[src/ber_pkg.sv]
// Binary erosion ROI core: shared constants, types and helpers.
// Used by every module of the block; depends on nothing.
package ber_pkg;

  localparam int MAX_WIDTH  = 1024;
  localparam int MAX_KERNEL = 7;
  localparam int LINES      = MAX_KERNEL - 1;
  localparam int WIN_BITS   = MAX_KERNEL * MAX_KERNEL;
  localparam int COL_W      = 10;
  localparam int ROW_W      = 9;
  localparam int FW_W       = 11;
  localparam int CNT_W      = 13;
  localparam int SLOT_W     = 3;
  localparam logic [7:0] FULL_VALUE = 8'd255;

  localparam logic [2:0] CFG_MASK       = 3'd0;
  localparam logic [2:0] CFG_KSIZE      = 3'd1;
  localparam logic [2:0] CFG_FWIDTH     = 3'd2;
  localparam logic [2:0] CFG_ROW_START  = 3'd3;
  localparam logic [2:0] CFG_ROW_END    = 3'd4;
  localparam logic [2:0] CFG_COL_START  = 3'd5;
  localparam logic [2:0] CFG_COL_END    = 3'd6;

  typedef logic [LINES-1:0][7:0] line_word_t;

  typedef struct packed {
    logic [WIN_BITS-1:0] mask;
    logic [2:0]          n;
    logic [1:0]          h;
    logic [FW_W-1:0]     w;
    logic [ROW_W-1:0]    row_start;
    logic [ROW_W:0]      row_end;
    logic [COL_W-1:0]    col_start;
    logic [COL_W:0]      col_end;
  } cfg_t;

  typedef struct packed {
    logic              push;
    logic              got;
    logic              last;
    logic              bypass;
    logic [7:0]        value;
    logic [SLOT_W-1:0] in_slot;
    logic [SLOT_W-1:0] out_slot;
    logic [ROW_W-1:0]  out_row;
    logic [COL_W-1:0]  out_col;
  } stage_t;

  function automatic logic [2:0] eff_side(input logic [2:0] ks);
    logic [2:0] n;
    if (ks == 3'd0) begin
      n = 3'd1;
    end else if (!ks[0]) begin
      n = ks - 3'd1;
    end else begin
      n = ks;
    end
    return n;
  endfunction

  function automatic logic [FW_W-1:0] eff_width(input logic [FW_W-1:0] fw);
    logic [FW_W-1:0] w;
    if (fw == '0) begin
      w = FW_W'(1);
    end else if (fw > FW_W'(MAX_WIDTH)) begin
      w = FW_W'(MAX_WIDTH);
    end else begin
      w = fw;
    end
    return w;
  endfunction

  function automatic logic [SLOT_W-1:0] slot_inc(input logic [SLOT_W-1:0] s);
    return (s == SLOT_W'(LINES - 1)) ? '0 : s + SLOT_W'(1);
  endfunction

endpackage

[src/ber_seq.sv]
// Input sequencer: frame, fill and drain counters, line store addressing,
// and the input stage register. Depends on ber_pkg.
module ber_seq import ber_pkg::*; (
  input  logic              clk,
  input  logic              rst_n,
  input  logic              take,
  input  logic              advance,
  input  logic              in_action,
  input  logic [7:0]        in_pixel_value,
  input  logic              in_end_of_frame,
  input  logic [FW_W-1:0]   w,
  input  logic [CNT_W-1:0]  lag,
  output logic              wr_en,
  output logic [COL_W-1:0]  wr_col,
  output logic [SLOT_W-1:0] wr_slot,
  output logic [7:0]        wr_data,
  output logic [COL_W-1:0]  rd_col_out,
  output logic              st_valid_r,
  output stage_t            st_r
);

  logic [ROW_W-1:0]  in_row_r, in_row_nxt, out_row_r, out_row_nxt;
  logic [COL_W-1:0]  in_col_r, in_col_nxt, out_col_r, out_col_nxt;
  logic [SLOT_W-1:0] in_slot_r, in_slot_nxt, out_slot_r, out_slot_nxt;
  logic [CNT_W-1:0]  fill_r, fill_nxt, pend_r, pend_nxt;
  logic              ended_r, ended_nxt;
  stage_t            st_nxt;

  logic [ROW_W-1:0]  b_in_row, b_out_row;
  logic [COL_W-1:0]  b_in_col, b_out_col;
  logic [SLOT_W-1:0] b_in_slot, b_out_slot;
  logic [CNT_W-1:0]  b_fill;
  logic              restart, do_push, got, done;
  logic [7:0]        pv;

  always_comb begin
    restart   = !in_action && ended_r;
    b_in_row  = restart ? '0 : in_row_r;
    b_in_col  = restart ? '0 : in_col_r;
    b_in_slot = restart ? '0 : in_slot_r;
    b_out_row = restart ? '0 : out_row_r;
    b_out_col = restart ? '0 : out_col_r;
    b_out_slot = restart ? '0 : out_slot_r;
    b_fill    = restart ? '0 : fill_r;
    do_push   = !in_action || (ended_r && pend_r != '0);
    pv        = in_action ? 8'd0 : in_pixel_value;
    got       = do_push && (b_fill >= lag);

    in_row_nxt  = b_in_row;
    in_col_nxt  = b_in_col;
    in_slot_nxt = b_in_slot;
    out_row_nxt = b_out_row;
    out_col_nxt = b_out_col;
    out_slot_nxt = b_out_slot;
    fill_nxt    = b_fill;
    ended_nxt   = restart ? 1'b0 : ended_r;
    pend_nxt    = restart ? '0 : pend_r;
    done        = 1'b0;

    if (do_push) begin
      if (got) begin
        if ({1'b0, b_out_col} + 1'b1 >= w) begin
          out_col_nxt  = '0;
          out_slot_nxt = slot_inc(b_out_slot);
          out_row_nxt  = b_out_row + 1'b1;
        end else begin
          out_col_nxt = b_out_col + 1'b1;
        end
      end
      if ({1'b0, b_in_col} + 1'b1 >= w) begin
        in_col_nxt  = '0;
        in_slot_nxt = slot_inc(b_in_slot);
        in_row_nxt  = b_in_row + 1'b1;
      end else begin
        in_col_nxt = b_in_col + 1'b1;
      end
      if (b_fill < lag) begin
        fill_nxt = b_fill + 1'b1;
      end
    end

    if (!in_action && in_end_of_frame) begin
      if (lag == '0) begin
        done = 1'b1;
      end else begin
        ended_nxt = 1'b1;
        pend_nxt  = lag;
      end
    end else if (in_action && do_push) begin
      pend_nxt = pend_r - 1'b1;
      done     = (pend_nxt == '0);
    end

    if (done) begin
      in_row_nxt  = '0;
      in_col_nxt  = '0;
      in_slot_nxt = '0;
      out_row_nxt = '0;
      out_col_nxt = '0;
      out_slot_nxt = '0;
      fill_nxt    = '0;
      pend_nxt    = '0;
      ended_nxt   = 1'b0;
    end

    st_nxt.push     = do_push;
    st_nxt.got      = got;
    st_nxt.last     = got && done;
    st_nxt.bypass   = (lag == '0);
    st_nxt.value    = pv;
    st_nxt.in_slot  = b_in_slot;
    st_nxt.out_slot = b_out_slot;
    st_nxt.out_row  = b_out_row;
    st_nxt.out_col  = b_out_col;
  end

  assign wr_en      = take && do_push;
  assign wr_col     = b_in_col;
  assign wr_slot    = b_in_slot;
  assign wr_data    = pv;
  assign rd_col_out = b_out_col;

  always_ff @(posedge clk) begin
    if (!rst_n) begin
      in_row_r   <= '0;
      in_col_r   <= '0;
      in_slot_r  <= '0;
      out_row_r  <= '0;
      out_col_r  <= '0;
      out_slot_r <= '0;
      fill_r     <= '0;
      pend_r     <= '0;
      ended_r    <= 1'b0;
    end else if (take) begin
      in_row_r   <= in_row_nxt;
      in_col_r   <= in_col_nxt;
      in_slot_r  <= in_slot_nxt;
      out_row_r  <= out_row_nxt;
      out_col_r  <= out_col_nxt;
      out_slot_r <= out_slot_nxt;
      fill_r     <= fill_nxt;
      pend_r     <= pend_nxt;
      ended_r    <= ended_nxt;
    end
  end

  always_ff @(posedge clk) begin
    if (!rst_n) begin
      st_valid_r <= 1'b0;
    end else if (!st_valid_r || advance) begin
      st_valid_r <= take;
    end
  end

  always_ff @(posedge clk) begin
    if (take) begin
      st_r <= st_nxt;
    end
  end

endmodule

[config.mk]
export PLATFORM = sky130hd
export DESIGN_NAME = ber_seq
export DESIGN_NICKNAME = d
export VERILOG_FILES = /design/src/ber_pkg.sv /design/src/ber_seq.sv
export SDC_FILE = /design/constraint.sdc
export NUM_CORES = 1
export LEC_CHECK = 0
export BUFFER_PORTS_ARGS = -buffer_cell sky130_fd_sc_hd__buf_2
export CORE_ASPECT_RATIO = 2
export CORE_MARGIN = 2
export CORE_UTILIZATION = 47
export CTS_BUF_LIST = sky130_fd_sc_hd__clkbuf_8
export DETAILED_ROUTE_END_ITERATION = 7
export GPL_TIMING_DRIVEN = 0
export MAX_ROUTING_LAYER = met4
export PLACE_DENSITY = 0.69
export SLEW_MARGIN = 10
export SYNTH_ARGS = -nofsm -noshare
export SYNTH_HDL_FRONTEND = slang
export SYNTH_SLANG_ARGS = --single-unit
[constraint.sdc]
create_clock -name clk -period 5.6 [get_ports clk]
set_clock_uncertainty 0.15 [all_clocks]
set_input_delay 1.4 -clock clk [delete_from_list [all_inputs] [get_ports clk]]
set_output_delay 1.4 -clock clk [all_outputs]
set_load 0.005 [all_outputs]
# Word-level counts from Yosys, hierarchy flattened
# Cells that the tools add are included.
# word_totals
regBits	100
in_bits	38
latchBits	0
rom_bits	0
n_memories	0
ramBits	0
out_inout_bits	70
elab_cells	89
# op_classes
reduce_logical	14
n_shift	0
n_eq_ne	2
n_mul	0
addsub	9
n_lt_le_gt_ge	4
n_mux	42
div	0
bitwise_logic	0
# op_table
cell	count
$mux 13	9
$mux 10	9
$mux 9	5
$mux 3	11
$logic_not 13->1	2
$add 10x1->11 const B	2
$ge 11x11->1	2
$add 10x1->10 const B	2
$add 13x1->13 const B	1
$ge 13x13->1	1
$lt 13x13->1	1
$reduce_bool 13->1	1
$sub 13x1->13 const B	1
$add 9x1->9 const B	1
$mux 8	1
$logic_and 1x1->1	7
$mux 1	7
$add 3x1->3 const B	2
$eq 3x3->1 const B	2
$logic_not 1->1	2
$logic_or 1x1->1	2

# Longest topological paths before layout
# depth
depth_word	9
depth_mapped	21
mapped_depth_nobuf	16

# Worst setup path before layout
# Ideal clock, no wire load.
# synth_path
kind	in2reg
from	input port in_action
to	register out_col_r[9]
cell_stages	18
required_ns	5.336
slack_ns	0.484
arrival_time_ns	4.852
setup_ns	0.114
n_path_buf	3
path_cell_list	nand2b_1 -> clkbuf_1 -> clkbuf_1 -> clkbuf_1 -> and2_1 -> ha_1 -> nand4_1 -> nor2_1 -> and3_1 -> xor2_1 -> ha_1 -> a21oi_1 -> o21ai_0 -> a31oi_1 -> a21oi_1 -> nand2_1 -> a41o_1 -> a21o_1
# synth_lines
element	line_no	text
start: declaration	ber_seq.sv:8	input logic in_action,
end signal: assignment	ber_seq.sv:139	out_col_r <= out_col_nxt;
end: declaration	ber_seq.sv:23	logic [COL_W-1:0] in_col_r, in_col_nxt, out_col_r, out_col_nxt;

==> reports/metrics.yaml <==
floorplan:
  rows: 59
  coreArea_um2: 13000
  die_h_um: 167
  ioPinCount: 108
  die_area_um2: 14300
  die_w_um: 85.5
  start_util_pct: 48.0
worst_setup_path:
  path_cells: "buf_2, nand2b_2, clkbuf_4, clkbuf_4, and2_2, ha_1, nand4_1, nor2_2, and3_1, xor2_1, ha_1, a21oi_1, o21ai_0, a31oi_2, and2_1, buf_1, nand3_1, o32a_1, o21ai_0"
  cp_slowest_cell: "a31oi_2"
  required_ns: 5.77
  path_class: "input pin to flip-flop"
  max_stage_delay_ns: 0.31
  critPathCaptureType: "flip-flop"
  arrival_ns: 5.57
  critPathLaunchType: "input pin"
  crit_fanout: 10
synthesis:
  ys_seq_elements: 100
  synth_common_cells: "nand2_1 (70), dfxtp_1 (63), inv_1 (58)"
  synthCells: 707
  async_flop_share_pct: 0
  ys.flop_type: "dfxtp_1"
  synth_edf_count: 37
  synth.distinct_cells: 67
  synth_area_leaders: "dfxtp_1 (20%), edfxtp_1 (18%), ha_1 (8.2%)"
  synth_top_cell_by_area: "dfxtp_1"
  synth_area_um2: 6240
  synth.avg_cell_area_um2: 8.83
  synth-warning-count: 0
  yosysTopAreaCellShare_pct: 20.2
  ys_seq_area_share_pct: 38.0
  mappedNetlistNets: 786
  synth.most_common_cell: "nand2_1"
power:
  p_leak_nw: 3.39
  vdd_ir_drop_max_mv: 0.160
  power_switching_mw: 0.448
  clockPowerShare_pct: 33.8
  swShare_pct: 29.4
  pwr-share-seq_pct: 51.7
  p_int_mw: 1.08
  powerDensity_nw_per_um2: 211
  comb_power_share_pct: 14.5
clock_network:
  tritoncts: "built"
  root_buffer: "clkbuf_8"
  cts.sinks: 100
  cts_setup_buffers: 0
  clk_path_buf_depth: 2
  clk_latency_ns: 0.39
  cts_buffers: 9
  htree_levels: 3
  clk_pin_slew_ns: 0.11
global_route:
  grt_overflow: 0
  grt_pass1_wl_mm: 29.7
  grt_pass1_vias: 5835
  grt_util_all_layers_pct: 27.4
  grt_max_degree: 44
  antenna_found_initial: 0
layout:
  syn_to_final_growth_pct: 15.8
  drive_gt1_share_pct: 22.0
  num-nets-final: 902
  antennaDiodeCount: 0
sta:
  timing.hold.ws_ns: 0.314
  slew_headroom_pct: 29.0
  setup_tns_ns: 0
  hold_viol: 0
  setup_violations: 0
  fin_crit_ns: 5.40
  drv_slew: 0
  worst_pin_slew_ns: 1.07
  fmax_mhz: 185
  rsz0062_at_grt: "false"
  finalCritPeriodShare_pct: 96.4
placed_design:
  io_buffers: 106
  gp_congestion: 0.899
  place_hpwl_mm: 14.8
routing:
  first_iter_violations: 436
  wl_per_cell_um: 19.2
  drc: 0
  vias_per_cell: 5.88
  firstDrtPassIters: 6
  ant_nets: 0
  drt-total-wl_mm: 18.9
  dr_total_vias: 5766
job:
  drv_cap: 0
min_path:
  min_path_type: "flip-flop to flip-flop"
status:
  status: "finished, final reports clean"
stage by stage:
| step | util (%) | setup slack, ns | power (mW) | cell area (um2) | instances |
|---|---|---|---|---|---|
| 6_report | 55.6 | 0.203 | 1.52 | 7230 | 980 |
| 5_1_grt | 55.6 | 0.0159 | 1.58 | 7230 | 980 |
| 4_1_cts | 55.4 | 0.0221 | 1.53 | 7190 | 980 |
| 3_5_place_dp | 53.6 | -1.30 | 1.02 | 6960 | 965 |
| 3_3_place_gp | 53.6 | -1.21 | 1.02 | 6960 | 965 |
| 2_1_floorplan | - | 0.484 | 0.932 | 6240 | 707 |
critical path, delay by kind of cell:
family | cells | cell delay (ns)
AO/OA/AOI/OAI | 5 | 1.01
AND/OR/NAND/NOR | 7 | 1.44
buffers and inverters | 4 | 0.98
XOR/XNOR | 1 | 0.16
adder cells (fa/ha/maj) | 2 | 0.55
timing repair:
action / 4_1_cts / 5_1_grt
hold buffers: 0 / 0
setup endpoints to repair: 41 / 22
gates cloned: 0 / 0
gates resized for setup: 7 / 13
endpoints found under the hold margin: 0 / 0
registers in the layout (all words and copies together), names as in the netlist:
| register | cells |
|---|---|
| out_slot_r | 3 |
| in_col_r | 10 |
| st_valid_r | 1 |
| pend_r | 13 |
| fill_r | 13 |
| ended_r | 1 |
| out_row_r | 9 |
| out_col_r | 10 |
| in_slot_r | 3 |
| st_r | 37 |
cell families after synthesis:
group,after synthesis,synth area share [%]
flip-flops,100,38.0
adder cells (fa/ha/maj),41,8.22
AO/OA/AOI/OAI,149,17.1
buffers and inverters,115,8.80
multiplexers,11,1.78
AND/OR/NAND/NOR,266,22.6
XOR/XNOR,25,3.51
cell type report:
class | count | area [um2]
Timing Repair Buffer | 106 | 531
Buffer | 54 | 335
Clock inverter | 7 | 97.6
Fill cell | 1215 | 5760
Inverter | 60 | 225
Multi-Input combinational cell | 492 | 3350
Tap cell | 152 | 190
Clock buffer | 9 | 124
Sequential cell | 100 | 2370
final timing paths:
check	startpoint	endpoint	slack [ns]	depth (start not counted)
setup / recovery	in_action	out_col_r[5]$_SDFFE_PN0P_	0.20	19
hold / removal	fill_r[12]$_SDFFE_PN0P_	fill_r[12]$_SDFFE_PN0P_	0.31	2
setup reg to reg	ended_r$_SDFFE_PN0P_	out_col_r[5]$_SDFFE_PN0P_	1.01	19
hold reg to reg	fill_r[12]$_SDFFE_PN0P_	fill_r[12]$_SDFFE_PN0P_	0.31	2
per-layer routing:
layer / GRT usage [%] / part of all wire [%] / vias to the layer above
met3: 3.07 / 4.3 / 66
met2: 50.5 / 55 / 231
met1: 27.0 / 35 / 2716
li1: - / - / 2753
met4: 14.9 / 5.6 / 0
met5: - / 0 / -
cells in the final DEF (no fill, tap or decap), types with 23 or more instances in the layout:
cell      instances
buf_2           113
buf_4            23
dfxtp_1          63
edfxtp_1         37
ha_1             41
inv_1            58
nand2_1          70
nand3_1          31
nor2_1           46
o21ai_0          35
power by group through the flow:
stage / clock network [mW] / logic, mW / registers, mW
after detailed placement: 0 / 0.218 / 0.804
after floorplan: 0 / 0.129 / 0.803
after global placement: 0 / 0.213 / 0.803
final: 0.516 / 0.221 / 0.787
after global routing: 0.552 / 0.241 / 0.790
after CTS: 0.518 / 0.219 / 0.787
No activity file was read; power rests on OpenSTA's default activity.
